--- config.mk ---
export PLATFORM = sky130hd
export DESIGN_NAME = kmp_stream_matcher
export DESIGN_NICKNAME = d
export VERILOG_FILES = /design/src/hdl/kmp_pkg.sv /design/src/hdl/kmp_table.sv /design/src/hdl/kmp_stream_matcher.sv
export SDC_FILE = /design/constraint.sdc
export NUM_CORES = 1
export LEC_CHECK = 0
export ABC_CLOCK_PERIOD_IN_PS = 6300
export BUFFER_PORTS_ARGS = -buffer_cell sky130_fd_sc_hd__buf_2
export CAP_MARGIN = 20
export CORE_AREA = 2 2 194 196
export CTS_CLUSTER_DIAMETER = 120
export CTS_CLUSTER_SIZE = 16
export DETAILED_ROUTE_END_ITERATION = 10
export DIE_AREA = 0 0 196 198
export SLEW_MARGIN = 5
export SYNTH_ARGS = -nofsm -noshare
export SYNTH_HDL_FRONTEND = slang
export SYNTH_HIERARCHICAL = 1
export SYNTH_SLANG_ARGS = --single-unit
--- constraint.sdc ---
create_clock -name clock -period 6.3 [get_ports clock]
set_input_delay 0.63 -clock clock [delete_from_list [all_inputs] [get_ports clock]]
set_output_delay 0.63 -clock clock [all_outputs]
set_load 0.005 [all_outputs]
--- src/hdl/kmp_pkg.sv ---
// Shared constants, register codes and pattern byte select for the KMP matcher.
`default_nettype none

package kmp_pkg;

   localparam int CSR_INDEX_BITS = 2;
   localparam int CSR_DATA_BITS  = 64;
   localparam int PATTERN_BITS   = 128;
   localparam int LENGTH_BITS    = 5;
   localparam int START_BITS     = 32;

   localparam logic [CSR_INDEX_BITS-1:0] CSR_PATTERN_LOW    = 2'd0;
   localparam logic [CSR_INDEX_BITS-1:0] CSR_PATTERN_HIGH   = 2'd1;
   localparam logic [CSR_INDEX_BITS-1:0] CSR_PATTERN_LENGTH = 2'd2;

   // Select pattern byte k; byte 0 sits in bits 7:0.
   function automatic logic [7:0] pat_byte(input logic [PATTERN_BITS-1:0] pat,
                                           input logic [3:0] k);
      pat_byte = pat[{k, 3'b000} +: 8];
   endfunction

endpackage

`default_nettype wire

--- src/hdl/kmp_table.sv ---
// Pattern registers, effective length and failure table storage for the KMP matcher.
`default_nettype none

module kmp_table #(
   parameter int MAX_PATTERN = 16
) (
   input  wire logic                                  clock,
   input  wire logic                                  reset,
   // register write beat
   input  wire logic                                  csr_wr,
   input  wire logic [kmp_pkg::CSR_INDEX_BITS-1:0]    csr_index,
   input  wire logic [kmp_pkg::CSR_DATA_BITS-1:0]     csr_data,
   // failure table write port
   input  wire logic                                  tbl_wr,
   input  wire logic [((MAX_PATTERN > 1) ? $clog2(MAX_PATTERN) : 1)-1:0] tbl_wr_idx,
   input  wire logic [$clog2(MAX_PATTERN+1)-1:0]      tbl_wr_data,
   // failure table read port
   input  wire logic [((MAX_PATTERN > 1) ? $clog2(MAX_PATTERN) : 1)-1:0] tbl_rd_idx,
   output logic      [$clog2(MAX_PATTERN+1)-1:0]      tbl_rd_data,
   // pattern view
   output logic      [kmp_pkg::PATTERN_BITS-1:0]      pattern,
   output logic      [$clog2(MAX_PATTERN+1)-1:0]      eff_len
);

   localparam int LenW = $clog2(MAX_PATTERN + 1);

   logic [kmp_pkg::CSR_DATA_BITS-1:0] pat_low_ff;
   logic [kmp_pkg::CSR_DATA_BITS-1:0] pat_high_ff;
   logic [kmp_pkg::LENGTH_BITS-1:0]   length_ff;
   logic [LenW-1:0]                   fail_ff [0:MAX_PATTERN-1];

   always_ff @(posedge clock) begin
      if (reset) begin
         pat_low_ff  <= '0;
         pat_high_ff <= '0;
         length_ff   <= kmp_pkg::LENGTH_BITS'(1);
      end else if (csr_wr) begin
         case (csr_index)
            kmp_pkg::CSR_PATTERN_LOW:    pat_low_ff  <= csr_data;
            kmp_pkg::CSR_PATTERN_HIGH:   pat_high_ff <= csr_data;
            kmp_pkg::CSR_PATTERN_LENGTH: length_ff   <= csr_data[kmp_pkg::LENGTH_BITS-1:0];
            default: ;
         endcase
      end
   end

   // Entry 0 is never written; it always reads as zero.
   always_ff @(posedge clock) begin
      if (tbl_wr) begin
         fail_ff[tbl_wr_idx] <= tbl_wr_data;
      end
   end

   assign tbl_rd_data = (tbl_rd_idx == '0) ? '0 : fail_ff[tbl_rd_idx];
   assign pattern     = {pat_high_ff, pat_low_ff};

   // Clamp length: zero acts as one, oversize acts as the maximum.
   always_comb begin
      if (length_ff == '0) begin
         eff_len = LenW'(1);
      end else if (length_ff > kmp_pkg::LENGTH_BITS'(MAX_PATTERN)) begin
         eff_len = LenW'(MAX_PATTERN);
      end else begin
         eff_len = LenW'(length_ff);
      end
   end

endmodule

`default_nettype wire

--- src/hdl/kmp_stream_matcher.sv ---
// Top level of the KMP stream matcher: sequencer, shared byte comparator and result register.
// Each accepted byte goes through ST_MATCH (compare, then failure-table fallbacks) and ST_RESULT
//   (load of the result register); one byte comparator is shared by every step.
// req_stall stays high until the result is loaded, so a new byte is taken only once the last is done.
// After reset, or any pattern register write, the failure table is rebuilt
//   with req_stall high; reset leaves pattern 0, length 1.
// Reset is synchronous, active high: position, match length and result valid clear.
`default_nettype none

module kmp_stream_matcher #(
   parameter int MAX_PATTERN   = 16,
   parameter int POSITION_BITS = 32
) (
   input  wire logic                                 clock,
   input  wire logic                                 reset,
   // text byte channel
   input  wire logic                                 req_valid,
   output logic                                      req_stall,
   input  wire logic [7:0]                           req_text_byte,
   input  wire logic                                 req_start_of_text,
   // result channel
   output logic                                      rsp_valid,
   input  wire logic                                 rsp_stall,
   output logic                                      rsp_match_found,
   output logic      [kmp_pkg::START_BITS-1:0]       rsp_match_start,
   // configuration write channel
   input  wire logic                                 csr_valid,
   output logic                                      csr_ready,
   input  wire logic [kmp_pkg::CSR_INDEX_BITS-1:0]   csr_index,
   input  wire logic [kmp_pkg::CSR_DATA_BITS-1:0]    csr_data
);

   localparam int LenW = $clog2(MAX_PATTERN + 1);
   localparam int IdxW = (MAX_PATTERN > 1) ? $clog2(MAX_PATTERN) : 1;

   typedef enum logic [1:0] {
      ST_BUILD,   // walk the pattern, fill the failure table
      ST_IDLE,    // wait for a text byte
      ST_MATCH,   // compare and fall back, one step a cycle
      ST_RESULT   // hand the result to the output register
   } state_type;

   state_type                   state_ff;
   logic [LenW-1:0]             i_ff;      // builder: pattern index
   logic [LenW-1:0]             k_ff;      // builder: border length
   logic [LenW-1:0]             m_ff;      // matched length
   logic [POSITION_BITS-1:0]    pos_ff;
   logic [7:0]                  char_ff;
   logic                        found_ff;
   logic                        rsp_valid_ff;
   logic                        rsp_found_ff;
   logic [kmp_pkg::START_BITS-1:0] rsp_start_ff;

   logic [kmp_pkg::PATTERN_BITS-1:0] pattern;
   logic [LenW-1:0]             eff_len;
   logic                        cfg_wr;
   logic                        tbl_wr;
   logic [IdxW-1:0]             tbl_wr_idx;
   logic [LenW-1:0]             tbl_wr_data;
   logic [IdxW-1:0]             tbl_rd_idx;
   logic [LenW-1:0]             tbl_rd_data;
   logic [7:0]                  cmp_a;
   logic [7:0]                  cmp_b;
   logic                        cmp_eq;
   logic                        out_free;
   logic [LenW-1:0]             m_base;
   logic [POSITION_BITS-1:0]    start_full;
   logic [kmp_pkg::START_BITS-1:0] start_out;

   // Any write to a known register restarts the table build.
   assign cfg_wr = csr_valid && csr_ready &&
                   (csr_index == kmp_pkg::CSR_PATTERN_LOW ||
                    csr_index == kmp_pkg::CSR_PATTERN_HIGH ||
                    csr_index == kmp_pkg::CSR_PATTERN_LENGTH);

   kmp_table #(
      .MAX_PATTERN (MAX_PATTERN)
   ) u_table (
      .clock       (clock),
      .reset       (reset),
      .csr_wr      (csr_valid && csr_ready),
      .csr_index   (csr_index),
      .csr_data    (csr_data),
      .tbl_wr      (tbl_wr),
      .tbl_wr_idx  (tbl_wr_idx),
      .tbl_wr_data (tbl_wr_data),
      .tbl_rd_idx  (tbl_rd_idx),
      .tbl_rd_data (tbl_rd_data),
      .pattern     (pattern),
      .eff_len     (eff_len)
   );

   // Shared comparator: the builder compares pattern[i] to pattern[k],
   // the matcher compares pattern[m] to the held text byte.
   always_comb begin
      if (state_ff == ST_BUILD) begin
         cmp_a = kmp_pkg::pat_byte(pattern, 4'(i_ff));
         cmp_b = kmp_pkg::pat_byte(pattern, 4'(k_ff));
      end else begin
         cmp_a = kmp_pkg::pat_byte(pattern, 4'(m_ff));
         cmp_b = char_ff;
      end
   end
   assign cmp_eq = (cmp_a == cmp_b);

   // Single failure-table read port, address chosen by the phase.
   always_comb begin
      case (state_ff)
         ST_BUILD:  tbl_rd_idx = IdxW'(k_ff - LenW'(1));
         ST_MATCH:  tbl_rd_idx = IdxW'(m_ff - LenW'(1));
         ST_RESULT: tbl_rd_idx = IdxW'(eff_len - LenW'(1));
         default:   tbl_rd_idx = '0;
      endcase
   end

   // Fill entry i on a hit (k + 1) or when no border remains (zero).
   assign tbl_wr      = (state_ff == ST_BUILD) && (i_ff < eff_len) &&
                        (cmp_eq || (k_ff == '0));
   assign tbl_wr_idx  = IdxW'(i_ff);
   assign tbl_wr_data = cmp_eq ? LenW'(k_ff + LenW'(1)) : '0;

   assign m_base     = req_start_of_text ? '0 : m_ff;
   assign out_free   = !rsp_valid_ff || !rsp_stall;
   assign start_full = pos_ff - POSITION_BITS'(eff_len) + POSITION_BITS'(1);

   generate
      if (POSITION_BITS >= kmp_pkg::START_BITS) begin : g_start_trunc
         assign start_out = start_full[kmp_pkg::START_BITS-1:0];
      end else begin : g_start_ext
         assign start_out = {{(kmp_pkg::START_BITS-POSITION_BITS){1'b0}}, start_full};
      end
   endgenerate

   always_ff @(posedge clock) begin
      if (reset) begin
         state_ff     <= ST_BUILD;
         i_ff         <= LenW'(1);
         k_ff         <= '0;
         m_ff         <= '0;
         pos_ff       <= '0;
         found_ff     <= 1'b0;
         rsp_valid_ff <= 1'b0;
      end else begin
         // Drop the result once the consumer takes it, unless a new one loads now.
         if (rsp_valid_ff && !rsp_stall && (cfg_wr || state_ff != ST_RESULT)) begin
            rsp_valid_ff <= 1'b0;
         end

         if (cfg_wr) begin
            // A pattern write rebuilds the table and clears the match length.
            state_ff <= ST_BUILD;
            i_ff     <= LenW'(1);
            k_ff     <= '0;
            m_ff     <= '0;
         end else begin
            case (state_ff)
               ST_BUILD: begin
                  if (i_ff >= eff_len) begin
                     state_ff <= ST_IDLE;
                  end else if (cmp_eq) begin
                     k_ff <= LenW'(k_ff + LenW'(1));
                     i_ff <= LenW'(i_ff + LenW'(1));
                  end else if (k_ff != '0) begin
                     k_ff <= tbl_rd_data;
                  end else begin
                     i_ff <= LenW'(i_ff + LenW'(1));
                  end
               end
               ST_IDLE: begin
                  if (req_valid) begin
                     char_ff <= req_text_byte;
                     if (req_start_of_text) begin
                        pos_ff <= '0;
                     end
                     m_ff     <= (m_base >= eff_len) ? '0 : m_base;
                     state_ff <= ST_MATCH;
                  end
               end
               ST_MATCH: begin
                  if (cmp_eq) begin
                     m_ff     <= LenW'(m_ff + LenW'(1));
                     found_ff <= (LenW'(m_ff + LenW'(1)) == eff_len);
                     state_ff <= ST_RESULT;
                  end else if (m_ff != '0) begin
                     m_ff <= tbl_rd_data;
                  end else begin
                     found_ff <= 1'b0;
                     state_ff <= ST_RESULT;
                  end
               end
               ST_RESULT: begin
                  // Hold here until the output register is free.
                  if (out_free) begin
                     rsp_valid_ff <= 1'b1;
                     rsp_found_ff <= found_ff;
                     rsp_start_ff <= found_ff ? start_out : '0;
                     if (found_ff) begin
                        m_ff <= tbl_rd_data;
                     end
                     pos_ff   <= pos_ff + POSITION_BITS'(1);
                     state_ff <= ST_IDLE;
                  end
               end
               default: begin
                  state_ff <= ST_IDLE;
               end
            endcase
         end
      end
   end

   assign req_stall       = (state_ff != ST_IDLE);
   assign csr_ready       = 1'b1;
   assign rsp_valid       = rsp_valid_ff;
   assign rsp_match_found = rsp_found_ff;
   assign rsp_match_start = rsp_start_ff;

   // Matched length stays below the pattern length between bytes.
   a_m_below_len: assert property (@(posedge clock) disable iff (reset)
      (state_ff == ST_IDLE) |-> (m_ff < eff_len))
      else $error("matched length not below pattern length while idle");

   // While matching, fallbacks never reach the full pattern length.
   a_match_m_range: assert property (@(posedge clock) disable iff (reset)
      (state_ff == ST_MATCH && !cfg_wr) |-> (m_ff < eff_len))
      else $error("matched length out of range during compare");

   // The builder's border length stays below its index.
   a_build_k_lt_i: assert property (@(posedge clock) disable iff (reset)
      (state_ff == ST_BUILD && i_ff < eff_len) |-> (k_ff < i_ff))
      else $error("failure builder border not below index");

   // A pattern register write always restarts the table build.
   a_cfg_rebuild: assert property (@(posedge clock) disable iff (reset)
      cfg_wr |=> (state_ff == ST_BUILD && m_ff == '0))
      else $error("pattern write did not restart table build");

   // A result is only loaded out of the result phase.
   a_rsp_load: assert property (@(posedge clock) disable iff (reset)
      (!$past(reset) && $rose(rsp_valid_ff)) |->
         ($past(state_ff) == ST_RESULT))
      else $error("result loaded outside result phase");

endmodule

`default_nettype wire

# Word level (Yosys, flattened, before mapping)
# Memories as Yosys holds them, arrays and structs flattened.
# Index checks and enable logic that the tools add are counted.
totals:
  register_bits: 225
  mem_bits_rw: 80
  in_bits: 80
  output_inout_bits: 36
  word_cells: 122
  n_memories: 1
classes:
  add_sub_neg: 9
  n_lt_le_gt_ge: 4
  eq_ne: 18
  shift: 3
  n_mux: 37
  bitwise_logic: 3
  reduce_logical: 34
memory_table:
  columns: ["memory", "depth", "width", "rd", "rd_ports_with_merged_regs", "write_ports", "line", "source"]
  rows:
  - ["u_table.fail_ff", 16, 5, 1, 0, 1, "kmp_table.sv:30", "logic [LenW-1:0] fail_ff [0:MAX_PATTERN-1];"]
ops:
  columns: ["cell", "count"]
  rows:
  - ["128-bit by 8-bit variable part select with 8-bit output", 3]
  - ["32-bit two-way mux", 3]
  - ["5-bit two-way mux", 15]
  - ["32-bit by 1-bit adder with 32-bit output, second input constant", 2]
  - ["32-bit case mux with 2 select lines", 1]
  - ["32-bit by 5-bit subtractor with 32-bit output", 1]
  - ["8-bit two-way mux", 2]
  - ["5-bit by 1-bit adder with 5-bit output, second input constant", 3]
  - ["5-bit case mux with 3 select lines", 1]
  - ["2-bit != test, second input constant", 7]
  - ["4-bit case mux with 3 select lines", 1]
  - ["4-bit AND reduction", 3]
  - ["4-bit by 1-bit subtractor with 4-bit output, second input constant", 3]
  - ["5-bit greater-or-equal comparator", 2]
  - ["5-bit zero test", 2]
  - ["2-bit two-way mux", 5]
  - ["5-bit AND reduction", 2]
  - ["5-bit nonzero test", 2]
  - ["3-bit AND reduction", 3]
  - ["8-bit equality test", 1]
  - ["1-bit two-way mux", 8]
  - ["2-bit case mux with 4 select lines", 1]
  - ["2-bit equality test, second input constant", 3]
  - ["3-bit != test, second input constant", 2]
  - ["other kinds (15)", 32]

# Depth between registers and ports, before layout
# Gate-level depths: netlist (run 1).
depth:
  ltp_word: 10
  mapped_depth: 18
  mapped_depth_nobuf: 18

# Modules after synthesis
# The synthesis (run 1) kept the hierarchy.
by_module_without_submodules:
  columns: ["module", "n_inst", "cells_per_inst", "area_each_um2", "seq_area_each_um2"]
  rows:
  - ["kmp_stream_matcher", 1, 875, 8682.1, 2252.2]
  - ["kmp_table", 1, 736, 7606.0, 4914.7]

# Least setup slack after synthesis (run 1)
# Ideal clock, no wire load.
synth_timing:
  path_kind: "register to register"
  startpoint: "reg state_ff[0]"
  endpoint: "mem u_table/fail_ff[2][0] (netlist bit), enable pin"
  setup_ps: 339
  arrival_ps: 4022
  t_required_ps: 5961
  slack_ps: 1939
  stages_incl_launch_ff: 16
  n_path_buf: 3
  synth_period_minus_slack_ps: 4361
  path_cell_list: "dfxtp_1 inv_1 ha_1 buf_4 mux2i_4 buf_6 buf_8 mux4_2 a22o_1 nor4_2 o22ai_1 nor4_4 nor2_2 nor2_1 or3b_1 nor2_1"
synth_via:
  elab_chain_cells: 7
  elab_cells_between_ends: 9
  classes_between: "1 x eq/ne; 4 x mux; 4 x reduce/logical"
synth_lines:
  columns: ["element", "line", "source"]
  rows:
  - ["start, declared", "kmp_stream_matcher.sv:43", "state_type state_ff;"]
  - ["start signal, assigned", "kmp_stream_matcher.sv:136", "state_ff <= ST_BUILD;"]
  - ["start signal, assigned", "kmp_stream_matcher.sv:151", "state_ff <= ST_BUILD;"]
  - ["start signal, assigned", "kmp_stream_matcher.sv:159", "state_ff <= ST_IDLE;"]
  - ["2-bit zero test (*)", "kmp_stream_matcher.sv:96, kmp_stream_matcher.sv:117", null]
  - ["8-bit two-way mux", "kmp_stream_matcher.sv:96", "if (state_ff == ST_BUILD) begin"]
  - ["8-bit equality test", "kmp_stream_matcher.sv:104", "assign cmp_eq = (cmp_a == cmp_b);"]
  - ["1-bit logical OR", "kmp_stream_matcher.sv:118", "(cmp_eq || (k_ff == '0));"]
  - ["1-bit logical AND (*)", "kmp_stream_matcher.sv:117", "assign tbl_wr = (state_ff == ST_BUILD) && (i_ff < eff_len) &&"]
  - ["net tbl_wr", "kmp_stream_matcher.sv:57", "logic tbl_wr;"]
  - ["1-bit two-way mux (*)", "kmp_table.sv:49", "if (tbl_wr) begin"]
  - ["1-bit two-way mux (not written as such) (*)", "kmp_table.sv:50", "fail_ff[tbl_wr_idx] <= tbl_wr_data;"]
  - ["end, declared", "kmp_table.sv:30", null]
# Mark *: on every way through the listed nets, which the timed path passes. The rest lies on a longest branch.

# Final worst setup path (run 1)
layout_timing:
  startpoint: "reg state_ff[1]"
  endpoint: "mem u_table/fail_ff[12][2] (netlist bit), enable pin"
# The elaborated chain is that of the path after synthesis.

==> results of run 1 <==
[metrics by stage]
stage	instances	utilization, %	hold slack [ns]	cell area, sq um
floorplan	1611	-	0.406	16300
global placement	2125	46.5	0.450	17200
detailed placement	2125	46.5	0.461	17200
CTS	2160	48.2	0.254	17800
global route	2160	48.2	0.253	17800
finish	2161	48.2	0.276	17800
[flip-flops by register name, indices dropped and copies added (netlist names)]
signal / cells
u_table/fail_ff: 75
u_table/pat_high_ff: 64
u_table/pat_low_ff: 64
pos_ff: 32
rsp_match_start: 32
char_ff: 8
i_ff: 5
k_ff: 5
m_ff: 5
u_table/length_ff: 5
state_ff: 2
found_ff: 1
rsp_match_found: 1
rsp_valid: 1
[Yosys cell counts (7+ instances only)]
cell type / instances
edfxtp_1: 116
nor3_1: 12
dfxtp_1: 184
nand2_1: 304
nand3b_1: 7
inv_1: 56
xnor2_1: 49
o22ai_1: 7
a31oi_1: 9
nor2b_1: 22
o21ai_0: 25
nand4_1: 7
ha_1: 82
a22o_1: 8
nand2b_1: 20
and3_1: 21
nand3_1: 24
a21o_1: 22
o211ai_1: 7
nor2_1: 84
mux4_2: 77
a211oi_1: 7
buf_1: 15
clkbuf_1: 42
and2_1: 37
mux2_2: 8
a21oi_1: 164
buf_2: 25
xor2_1: 15
a22oi_1: 17
mux2i_1: 31
[kinds of logic (layout without fill, tap and decap cells)]
kind of cell | count (synthesis) | in the layout | share of synthesized area, %
AOI/OAI and AO/OA | 315 | 315 | 11.9
DFF | 300 | 300 | 44.0
muxes | 119 | 119 | 13.5
and+or+nand+nor | 581 | 581 | 16.8
other | 1 | 2 | 0.0230
buffers and inverters | 148 | 223 | 3.97
xor gates and xnor gates | 64 | 64 | 3.44
adders and majority gates | 83 | 83 | 6.42
[per-layer routing]
metal	wire length (microns)	part of all wire (%)	global-route usage, %	vias to the layer above
li1	-	-	-	5864
met1	18700	47	29.4	5889
met4	739	1.8	4.91	0
met3	2150	5.4	1.94	47
met2	18600	46	33.4	349
met5	0	0	0	-
[power groups by stage]
stage	clock [mW]	combinational [mW]	sequential (mW)
after CTS	1.41	0.599	2.09
after global routing	1.48	0.651	2.09
final	1.37	0.596	2.09
after floorplan	0	0.453	2.11
after detailed placement	0	0.598	2.13
after global placement	0	0.588	2.13
[cells in the final DEF, fill, tap and decap left out, types with 24 or more instances in the layout]
| master | synthesis | routed |
|---|---|---|
| ha_1 | 82 | 82 |
| mux4_2 | 77 | 77 |
| o21ai_0 | 25 | 25 |
| nand3_1 | 24 | 24 |
| buf_2 | 25 | 113 |
| inv_1 | 56 | 56 |
| nor2_1 | 84 | 82 |
| edfxtp_1 | 116 | 116 |
| xnor2_1 | 49 | 49 |
| nand2_1 | 304 | 304 |
| dfxtp_1 | 184 | 183 |
| a21oi_1 | 164 | 164 |
| and2_1 | 37 | 37 |
| mux2i_1 | 31 | 30 |
[final cells by class]
type / instances / area, sq um / share of cell area (%)
inverter: 56 / 210 / 1.18
sequential: 300 / 7170 / 40.2
multi-input combinational: 1163 / 8500 / 47.7
antenna: 1 / 2.50 / 0.0140
tap: 474 / 593 / 3.33
timing repair buffer: 132 / 721 / 4.04
clock buffer: 33 / 592 / 3.32
clock inverter: 2 / 46.3 / 0.260
[final timing paths]
| kind | from | end | slack [ns] | depth (start not counted) |
|---|---|---|---|---|
| max | state_ff[1] | u_table/fail_ff[12][2] | 1.17 | 14 |
| min | req_text_byte[4] | char_ff[4] | 0.28 | 1 |
| max reg2reg | state_ff[1] | u_table/fail_ff[12][2] | 1.17 | 14 |
| min reg2reg | u_table/pat_high_ff[0] | u_table/pat_high_ff[0] | 0.47 | 2 |
==> metrics.txt, run 1 <==
cells after synthesis=1611; Hold-fix buffers, CTS=0; Yosys cell types=79; # clock sinks=300; Setup CP Type=reg2reg; Setup TNS=0 ns; Yosys top cell area share=22.6%; layout cells sized above 1=15.8%; CP Data Required Time=6.48 ns; nets@finish=1838; first-pass GRT wire length=63600 microns; RSZ-0062 raised after global routing=no; slew margin rel.=29.3%; Post-Synthesis Mean Instance Area=10.1 sq um; upper clock frequency limit=195 MHz; IR drop worst, VDD=0.182 mV; Die Footprint=38800 sq um; chip height=198 microns; CP bufs+invs=3; Max Cap Viol=0; largest cells by area after synthesis=dfxtp_1 23%, edfxtp_1 21%, mux4_2 11%; maximum clock path buffer count=3; Layout Skew=0.0316 ns; Clock Tree Root=clkbuf_16; H-tree levels=1; CP Capture Type=flop; Clock Latency Late Sink=0.55 ns; TritonCTS Buffers=22; DPL Wire Length=28100 microns; I/O pin count=116; Routed Antenna Nets=0; Synth Warn #=6; EDFF count, synth=116; Initial Utilization=44.1%; Core Region=37000 sq um; Int Power=2.99 mW; Congestion Overflow GR=0; PwrDens=227 nW/um^2; Worst Path Arrival=5.31 ns; Main synth FF type=dfxtp_1; CP Launch Type=flop; Largest delay share family, worst path=simple AND/OR/NAND/NOR gates; leading area contributor after synthesis=dfxtp_1; Clock power frac=33.7%; pin count of the biggest net entering global routing=102; clock slew at reported path FFs=0.08 ns; DR vias=12100; crit path cell chain=inv_1 > ha_1 > buf_4 > mux2i_4 > buf_12 > mux4_2 > a22o_1 > nor4_2 > o22ai_1 > nor4_4 > nor2_2 > nor2_1 > nand3_1 > nor3_1; Final period util=81.5%; GRT Overall Usage=20.4%; die outline width=196 microns; Worst Tran Pin Value=1.06 ns; Seq cells post-synth=300; Routed WL=40100 microns; final worst slack=1.17 ns; Flop pwr share=51.5%; Async SR Flop Fraction=0%; initial antenna violation count=0; RD Place Congestion=0.874; drt initial violations=918; Avg Vias per Cell=5.62; Pins Over Slew Limit=0; Leak=6.72 nW; DRC=0; Post-Place Worst Slack=1.19 ns; Synth Cell Area=16300 sq um; Seq/Total Area, Yosys=44.0%; Post-CTS Setup Repair Bufs=0; syn_nets=1774; PortBufs=114; Crit-path slowest cell=mux2i_4; final setup vio count=0; Hold Path Class=in2reg; Tot Pwr=4.05 mW; combinational share of power=14.7%; crit-path max cell delay=0.70 ns; Layout Area Growth over Synthesis=9.46%; CP max FO=20; CTS tree=done; fillers=3454; final hold viol count=0; vias in the first global route=11600; P_sw=1.06 mW; outcome=finished clean; row cnt=71; Sw Ratio=26.1%; PostCTS Resize Cnt=0; routed length per instance=18.6 microns; first-pass detailed-route iteration total=5; min Tclk post-route=5.13 ns
Note: power is estimated with default switching activity, not from simulation.
==> run 2, diff against run 1 <==
--- a/config.mk
+++ b/config.mk
@@ -5,7 +5,7 @@
 export SDC_FILE = /design/constraint.sdc
 export NUM_CORES = 1
 export LEC_CHECK = 0
-export ABC_CLOCK_PERIOD_IN_PS = 6300
+export ABC_CLOCK_PERIOD_IN_PS = 5300
 export BUFFER_PORTS_ARGS = -buffer_cell sky130_fd_sc_hd__buf_2
 export CAP_MARGIN = 20
 export CORE_AREA = 2 2 194 196
==> constraint.sdc (replaced) <==
create_clock -name clock -period 5.3 [get_ports clock]
set_input_delay 0.53 -clock clock [delete_from_list [all_inputs] [get_ports clock]]
set_output_delay 0.53 -clock clock [all_outputs]
set_load 0.005 [all_outputs]
==> metrics.txt, run 2 (synthesis results as in run 1) <==
upper clock frequency limit=215 MHz (was 195 MHz); CP Launch Type=flop (unchanged); Worst Path Arrival=4.82 ns (was 5.31 ns); Congestion Overflow GR=0 (unchanged); largest register by flop count=u_table/fail_ff (unchanged); first-pass GRT wire length=65800 microns (was 63600 microns); Setup CP Type=reg2reg (unchanged); Pins Over Slew Limit=0 (unchanged); pin count of the biggest net entering global routing=107 (was 102); CP max FO=21 (was 20); H-tree levels=1 (unchanged); Leak=6.75 nW (was 6.72 nW); fillers=3467 (was 3454); Core Region=37000 sq um (unchanged); min Tclk post-route=4.65 ns (was 5.13 ns); Avg Vias per Cell=5.64 (was 5.62); Design Area, Final=17900 sq um (was 17800 sq um); Placed Cells=2132 (was 2125); CP Capture Type=flop (unchanged); RD Place Congestion=0.863 (was 0.874); Hold-fix buffers, CTS=0 (unchanged); R2R depth=11 (was 14); Util after Layout=48.4% (was 48.2%); TritonCTS Buffers=22 (unchanged); row cnt=71 (unchanged); Post-Place Worst Slack=0.618 ns (was 1.19 ns); Final period util=87.7% (was 81.5%); Hold Startpoint=req_text_byte[5] (was req_text_byte[4]); GRT Overall Usage=21.0% (was 20.4%); routed length per instance=18.6 microns (about the same); Max Cap Viol=0 (unchanged); DPL Wire Length=28700 microns (was 28100 microns); # clock sinks=300 (unchanged); maximum clock path buffer count=3 (unchanged); initial antenna violation count=0 (unchanged); Die Footprint=38800 sq um (unchanged); final worst slack=0.651 ns (was 1.17 ns); final hold viol count=0 (unchanged); CTS tree=done (unchanged); reg-to-reg setup timing slack=0.65 ns (was 1.17 ns); Layout Area Growth over Synthesis=9.71% (was 9.46%); I/O pin count=116 (unchanged); CP Data Required Time=5.47 ns (was 6.48 ns); layout cells sized above 1=16.1% (was 15.8%); drt initial violations=979 (was 918); RSZ-0062 raised after global routing=no (unchanged); reg2reg start=k_ff[0] (was state_ff[1]); nets@finish=1845 (was 1838); chip height=198 microns (unchanged); WHS Path Cells=1 (unchanged); Routed WL=40400 microns (was 40100 microns); slew margin rel.=27.3% (was 29.3%); PostCTS Resize Cnt=0 (unchanged); Post-CTS Setup Repair Bufs=0 (unchanged); worst flop-to-flop path endpoint=u_table/fail_ff[4][1] (was u_table/fail_ff[12][2]); Clock Latency Late Sink=0.55 ns (about the same); DRC=0 (unchanged); vias in the first global route=11800 (was 11600); DR vias=12200 (was 12100); Tot Pwr=4.83 mW (was 4.05 mW); final setup vio count=0 (unchanged); Clock Tree Root=clkbuf_16 (unchanged); Hold Path Class=in2reg (unchanged); clock slew at reported path FFs=0.07 ns (was 0.08 ns); PwrDens=270 nW/um^2 (was 227 nW/um^2); post-route insts no fill=2169 (was 2161); max reg flops=75 (unchanged); biggest regs=u_table/fail_ff (75), u_table/pat_high_ff (64), u_table/pat_low_ff (64) (unchanged); Routed Antenna Nets=0 (unchanged); Initial Utilization=44.1% (unchanged); most frequent cells in the layout=304 x nand2_1, 183 x dfxtp_1, 164 x a21oi_1 (unchanged); PortBufs=114 (unchanged); IR drop worst, VDD=0.220 mV (was 0.182 mV); Worst Tran Pin Value=1.09 ns (was 1.06 ns); Layout Skew=0.0289 ns (was 0.0316 ns); final hold slack=0.162 ns (was 0.276 ns); leading cell type in the layout, fill and taps excluded=nand2_1 (unchanged); die outline width=196 microns (unchanged); Setup TNS=0 ns (unchanged); worst hold endpoint=char_ff[5] (was char_ff[4]); outcome=finished clean (unchanged); first-pass detailed-route iteration total=5 (unchanged); placed inst area=17200 sq um (about the same)
-- run 2: changes by cell type in the layout (fill, tap and decap cells not counted) --
cell and delta:
buf_12 -1, buf_4 +8, clkbuf_1 +1, nor2_1 +1, nor2_2 -1
-- run 2: worst max path at each step --
stage                     slack, ns               endpoint            startpoint  cells after the start
after detailed placement       0.62  u_table/fail_ff[4][3]               k_ff[0]                     11
after floorplan                0.94  u_table/fail_ff[2][0]           state_ff[0]                     15
final                          0.65  u_table/fail_ff[4][1]               k_ff[0]                     11
after global routing           0.24  u_table/fail_ff[4][1]           state_ff[0]                     13
after CTS                      0.59  u_table/fail_ff[4][1]               k_ff[0]                     11
after global placement         0.82    rsp_match_start[29]  u_table/length_ff[4]                     16
-- run 2: cell type report --
type | instances | area [sq um] | share of cell area [%]
antenna | 1 | 2.50 | 0.0140
tap | 474 | 593 | 3.32
clock inverter | 2 | 46.3 | 0.259
sequential | 300 | 7170 | 40.1
inverter | 56 | 210 | 1.18
timing repair buffer | 139 | 761 | 4.26
clock buffer | 34 | 596 | 3.33
multi-input combinational | 1163 | 8490 | 47.5
-- run 2: power by group --
group / internal [mW] / switching, mW
combinational: 0.299 / 0.415
sequential: 2.44 / 0.0444
clock: 0.824 / 0.814
-- run 2: layer usage --
| layer | vias up | global-route usage, % | part of all wire [%] |
|---|---|---|---|
| li1 | 5904 | - | - |
| met1 | 5909 | 30.7 | 47 |
| met2 | 373 | 34.0 | 46 |
| met3 | 46 | 2.44 | 5.1 |
| met4 | 0 | 3.82 | 1.5 |
| met5 | - | 0 | 0 |
-- run 2: critical path, stage by stage, from the launching register on --
cell	delay [ns]
dfxtp_2	0.65
buf_4	0.46
mux4_2	0.56
mux2i_1	0.17
o221ai_1	0.17
and3_1	0.21
or4_1	0.54
nor4_4	0.24
nor2_2	0.11
nor2_1	0.24
nand3b_1	0.21
nor3_1	0.70
==> run 3, diff against run 2 <==
--- a/config.mk
+++ b/config.mk
@@ -5,14 +5,16 @@
 export SDC_FILE = /design/constraint.sdc
 export NUM_CORES = 1
 export LEC_CHECK = 0
+export ABC_AREA = 1
 export ABC_CLOCK_PERIOD_IN_PS = 5300
 export BUFFER_PORTS_ARGS = -buffer_cell sky130_fd_sc_hd__buf_2
 export CAP_MARGIN = 20
-export CORE_AREA = 2 2 194 196
+export CORE_AREA = 2 2 202 204
 export CTS_CLUSTER_DIAMETER = 120
 export CTS_CLUSTER_SIZE = 16
 export DETAILED_ROUTE_END_ITERATION = 10
-export DIE_AREA = 0 0 196 198
+export DIE_AREA = 0 0 204 206
+export SKIP_LAST_GASP = 1
 export SLEW_MARGIN = 5
 export SYNTH_ARGS = -nofsm -noshare
 export SYNTH_HDL_FRONTEND = slang
==> metrics.txt, run 3 <==
final setup vio count=0 (unchanged); fillers=4180 (was 3467); vias in the first global route=15800 (was 11800); # clock sinks=305 (was 300); Layout Area Growth over Synthesis=8.07% (was 9.71%); Hold-fix buffers, CTS=0 (unchanged); CP Capture Type=flop (unchanged); Max Cap Viol=0 (unchanged); antenna diode count=0 (was 1); Worst Tran Pin Value=1.04 ns (was 1.09 ns); PwrDens=343 nW/um^2 (was 270 nW/um^2); Seq cells post-synth=305 (was 300); final hold viol count=0 (unchanged); initial antenna violation count=0 (unchanged); Yosys top cell area share=20.8% (was 22.6%); most frequent cells in the layout=655 x nand2_1, 385 x nor2_1, 285 x nand3_1 (was 304 x nand2_1, 183 x dfxtp_1, 164 x a21oi_1); Hold Path Class=in2reg (unchanged); Worst Path Arrival=4.66 ns (was 4.82 ns); PostCTS Resize Cnt=0 (unchanged); cells after synthesis=2499 (was 1611); Synth Warn #=6 (unchanged); Post-Synthesis Mean Instance Area=7.09 sq um (was 10.1 sq um); upper clock frequency limit=224 MHz (was 215 MHz); nets@finish=2709 (was 1845); Setup TNS=0 ns (unchanged); outcome=finished clean (unchanged); routing usage on met1=32.9% (was 30.7%); slew margin rel.=30.5% (was 27.3%); min Tclk post-route=4.46 ns (was 4.65 ns); largest cells by area after synthesis=dfxtp_1 21%, edfxtp_1 21%, nand2_1 14% (was dfxtp_1 23%, edfxtp_1 21%, mux4_2 11%); XOR/XNOR share of the synthesized area=0.643% (was 3.44%); EDFF count, synth=121 (was 116); Leak=8.69 nW (was 6.75 nW); CTS tree=done (unchanged); pin count of the biggest net entering global routing=86 (was 107); final hold slack=0.140 ns (was 0.162 ns); Final period util=84.2% (was 87.7%); synth cell count leaders=655 x nand2_1, 387 x nor2_1, 285 x nand3_1 (was 304 x nand2_1, 184 x dfxtp_1, 164 x a21oi_1); DRC=0 (unchanged); clock slew at reported path FFs=0.09 ns (was 0.07 ns); max reg flops=80 (was 75); Initial Utilization=44.1% (about the same); Core Region=40200 sq um (was 37000 sq um); RD Place Congestion=0.902 (was 0.863); Setup CP Type=reg2reg (unchanged); area of the multi-input gates=8900 sq um (was 8490 sq um); met2 Use GR=42.7% (was 34.0%); main combinational cell family by area after synthesis=simple AND/OR/NAND/NOR gates (unchanged); routed length per instance=17.2 microns (was 18.6 microns); DPL Wire Length=37500 microns (was 28700 microns); I/O pin count=116 (unchanged); chip height=206 microns (was 198 microns); Async SR Flop Fraction=0% (unchanged); Sw Ratio=38.8% (was 26.4%); adder-cell share of the synthesized area=5.90% (was 6.42%); leading cell type in the layout, fill and taps excluded=nand2_1 (unchanged); CP Data Required Time=5.50 ns (was 5.47 ns); Layout Skew=0.0273 ns (was 0.0289 ns); Yosys cell types=53 (was 79); largest register by flop count=u_table/fail_ff (unchanged); syn_nets=2662 (was 1774); Die Footprint=42000 sq um (was 38800 sq um); Clock Tree Root=clkbuf_16 (unchanged); Clock power frac=25.4% (was 33.9%); Avg Vias per Cell=5.35 (was 5.64); TritonCTS Buffers=23 (was 22); Main synth FF type=dfxtp_1 (unchanged); GRT Overall Usage=25.2% (was 21.0%); CP Launch Type=flop (unchanged); grt met3 use=2.40% (was 2.44%); CP max FO=32 (was 21); drt initial violations=1241 (was 979); Seq/Total Area, Yosys=41.3% (was 44.0%); Compound-Gate Fraction of Synth Area=11.2% (was 11.9%); Flop pwr share=40.2% (was 51.3%); P_sw=2.55 mW (was 1.27 mW); row cnt=74 (was 71); Pins Over Slew Limit=0 (unchanged); PortBufs=114 (unchanged); leading area contributor after synthesis=dfxtp_1 (unchanged); IR drop worst, VDD=0.222 mV (was 0.220 mV); count leader, synth=nand2_1 (unchanged); first-pass GRT wire length=84000 microns (was 65800 microns); Routed Antenna Nets=0 (unchanged); DR vias=16500 (was 12200); combinational share of power=34.4% (was 14.8%); mux cell area share after synthesis=0% (was 13.5%); H-tree levels=1 (unchanged); biggest regs=u_table/fail_ff (80), u_table/pat_high_ff (64), u_table/pat_low_ff (64) (was u_table/fail_ff (75), u_table/pat_high_ff (64), u_table/pat_low_ff (64)); FF/Latch Area=7320 sq um (was 7170 sq um); Routed WL=53100 microns (was 40400 microns); Congestion Overflow GR=0 (unchanged); Synth Cell Area=17700 sq um (was 16300 sq um); Clock Latency Late Sink=0.56 ns (was 0.55 ns); first-pass detailed-route iteration total=6 (was 5); maximum clock path buffer count=3 (unchanged); Most Crowded Layer GR=met2 (unchanged); Int Power=4.02 mW (was 3.56 mW); Simple-Gate Fraction of Synth Area=32.4% (was 16.8%); die outline width=204 microns (was 196 microns); Post-CTS Setup Repair Bufs=0 (unchanged); layout cells sized above 1=7.94% (was 16.1%); RSZ-0062 raised after global routing=no (unchanged)
==> run 3: cell types whose count changed after synthesis, moves of 26 or more <==
cell	before	now
o21ai_0	25	152
o21ai_1	3	57
nor2_1	84	387
nand3_1	24	285
xnor2_1	49	3
a21oi_1	164	110
mux4_2	77	0
and2_1	37	1
inv_1	56	216
mux2i_1	31	0
buf_2	25	51
nand2_1	304	655
==> run 3: power by group through the flow <==
stage | sequential, mW | combinational [mW] | clock [mW]
floorplan | 2.64 | 1.68 | 0
global placement | 2.69 | 2.20 | 0
detailed placement | 2.70 | 2.22 | 0
CTS | 2.64 | 2.23 | 1.71
global route | 2.65 | 2.54 | 1.78
finish | 2.64 | 2.26 | 1.67
==> run 3: worst max-delay path, cell delays in order, from the launching register on <==
cell	delay, ns
dfxtp_1	0.34
inv_1	0.11
ha_1	0.22
buf_4	0.31
nand2_1	0.10
buf_4	0.21
nand2_2	0.29
buf_12	0.23
nand2_1	0.07
nand3_1	0.08
nand3_1	0.13
nand2_1	0.10
nand2_1	0.05
nand2_1	0.07
nor2_1	0.04
nor2_1	0.14
nand2_1	0.11
nor2_4	0.15
nand2_2	0.21
nand2_2	0.19
and3_1	0.30
nand3_1	0.22
nor2_1	0.40
==> run 3: metal layers <==
layer,share of wire (%),vias to the layer above
met5,0,-
met4,4.3,0
met3,5.2,133
met2,48,526
met1,43,7638
li1,-,8226
==> run 3: worst paths after layout <==
kind / startpoint / endpoint / slack, ns / cells after the start
max: state_ff[1] / u_table/fail_ff[14][3] / 0.84 / 22
min: req_text_byte[7] / char_ff[7] / 0.14 / 1
max reg2reg: state_ff[1] / u_table/fail_ff[14][3] / 0.84 / 22
min reg2reg: k_ff[4] / k_ff[4] / 0.47 / 2
==> run 3: cell type report <==
type	count	share of cell area (%)
Timing Repair Buffer	135	3.91
Tap cell	532	3.48
Multi-Input combinational cell	1850	46.5
Clock inverter	1	0.0850
Sequential cell	305	38.2
Inverter	231	4.53
Clock buffer	36	3.26
==> run 3: cell families (layout without fill, tap and decap cells) <==
logic type / Yosys count / in the layout
and+or+nand+nor: 1383 / 1383
xor gates and xnor gates: 13 / 13
AOI/OAI and AO/OA: 370 / 370
adders and majority gates: 83 / 83
buffers and inverters: 344 / 403
other: 1 / 1
DFF: 305 / 305
==> run 3: stage by stage <==
step	setup WS [ns]	util, %	power [mW]	instance area, sq um	cells
2_1_floorplan	1.77	-	4.33	17700	2499
3_3_place_gp	0.993	46.0	4.89	18500	3052
3_5_place_dp	0.914	46.0	4.92	18500	3052
4_1_cts	0.898	47.6	6.59	19100	3089
5_1_grt	0.382	47.6	6.97	19100	3090
6_report	0.837	47.6	6.57	19100	3090
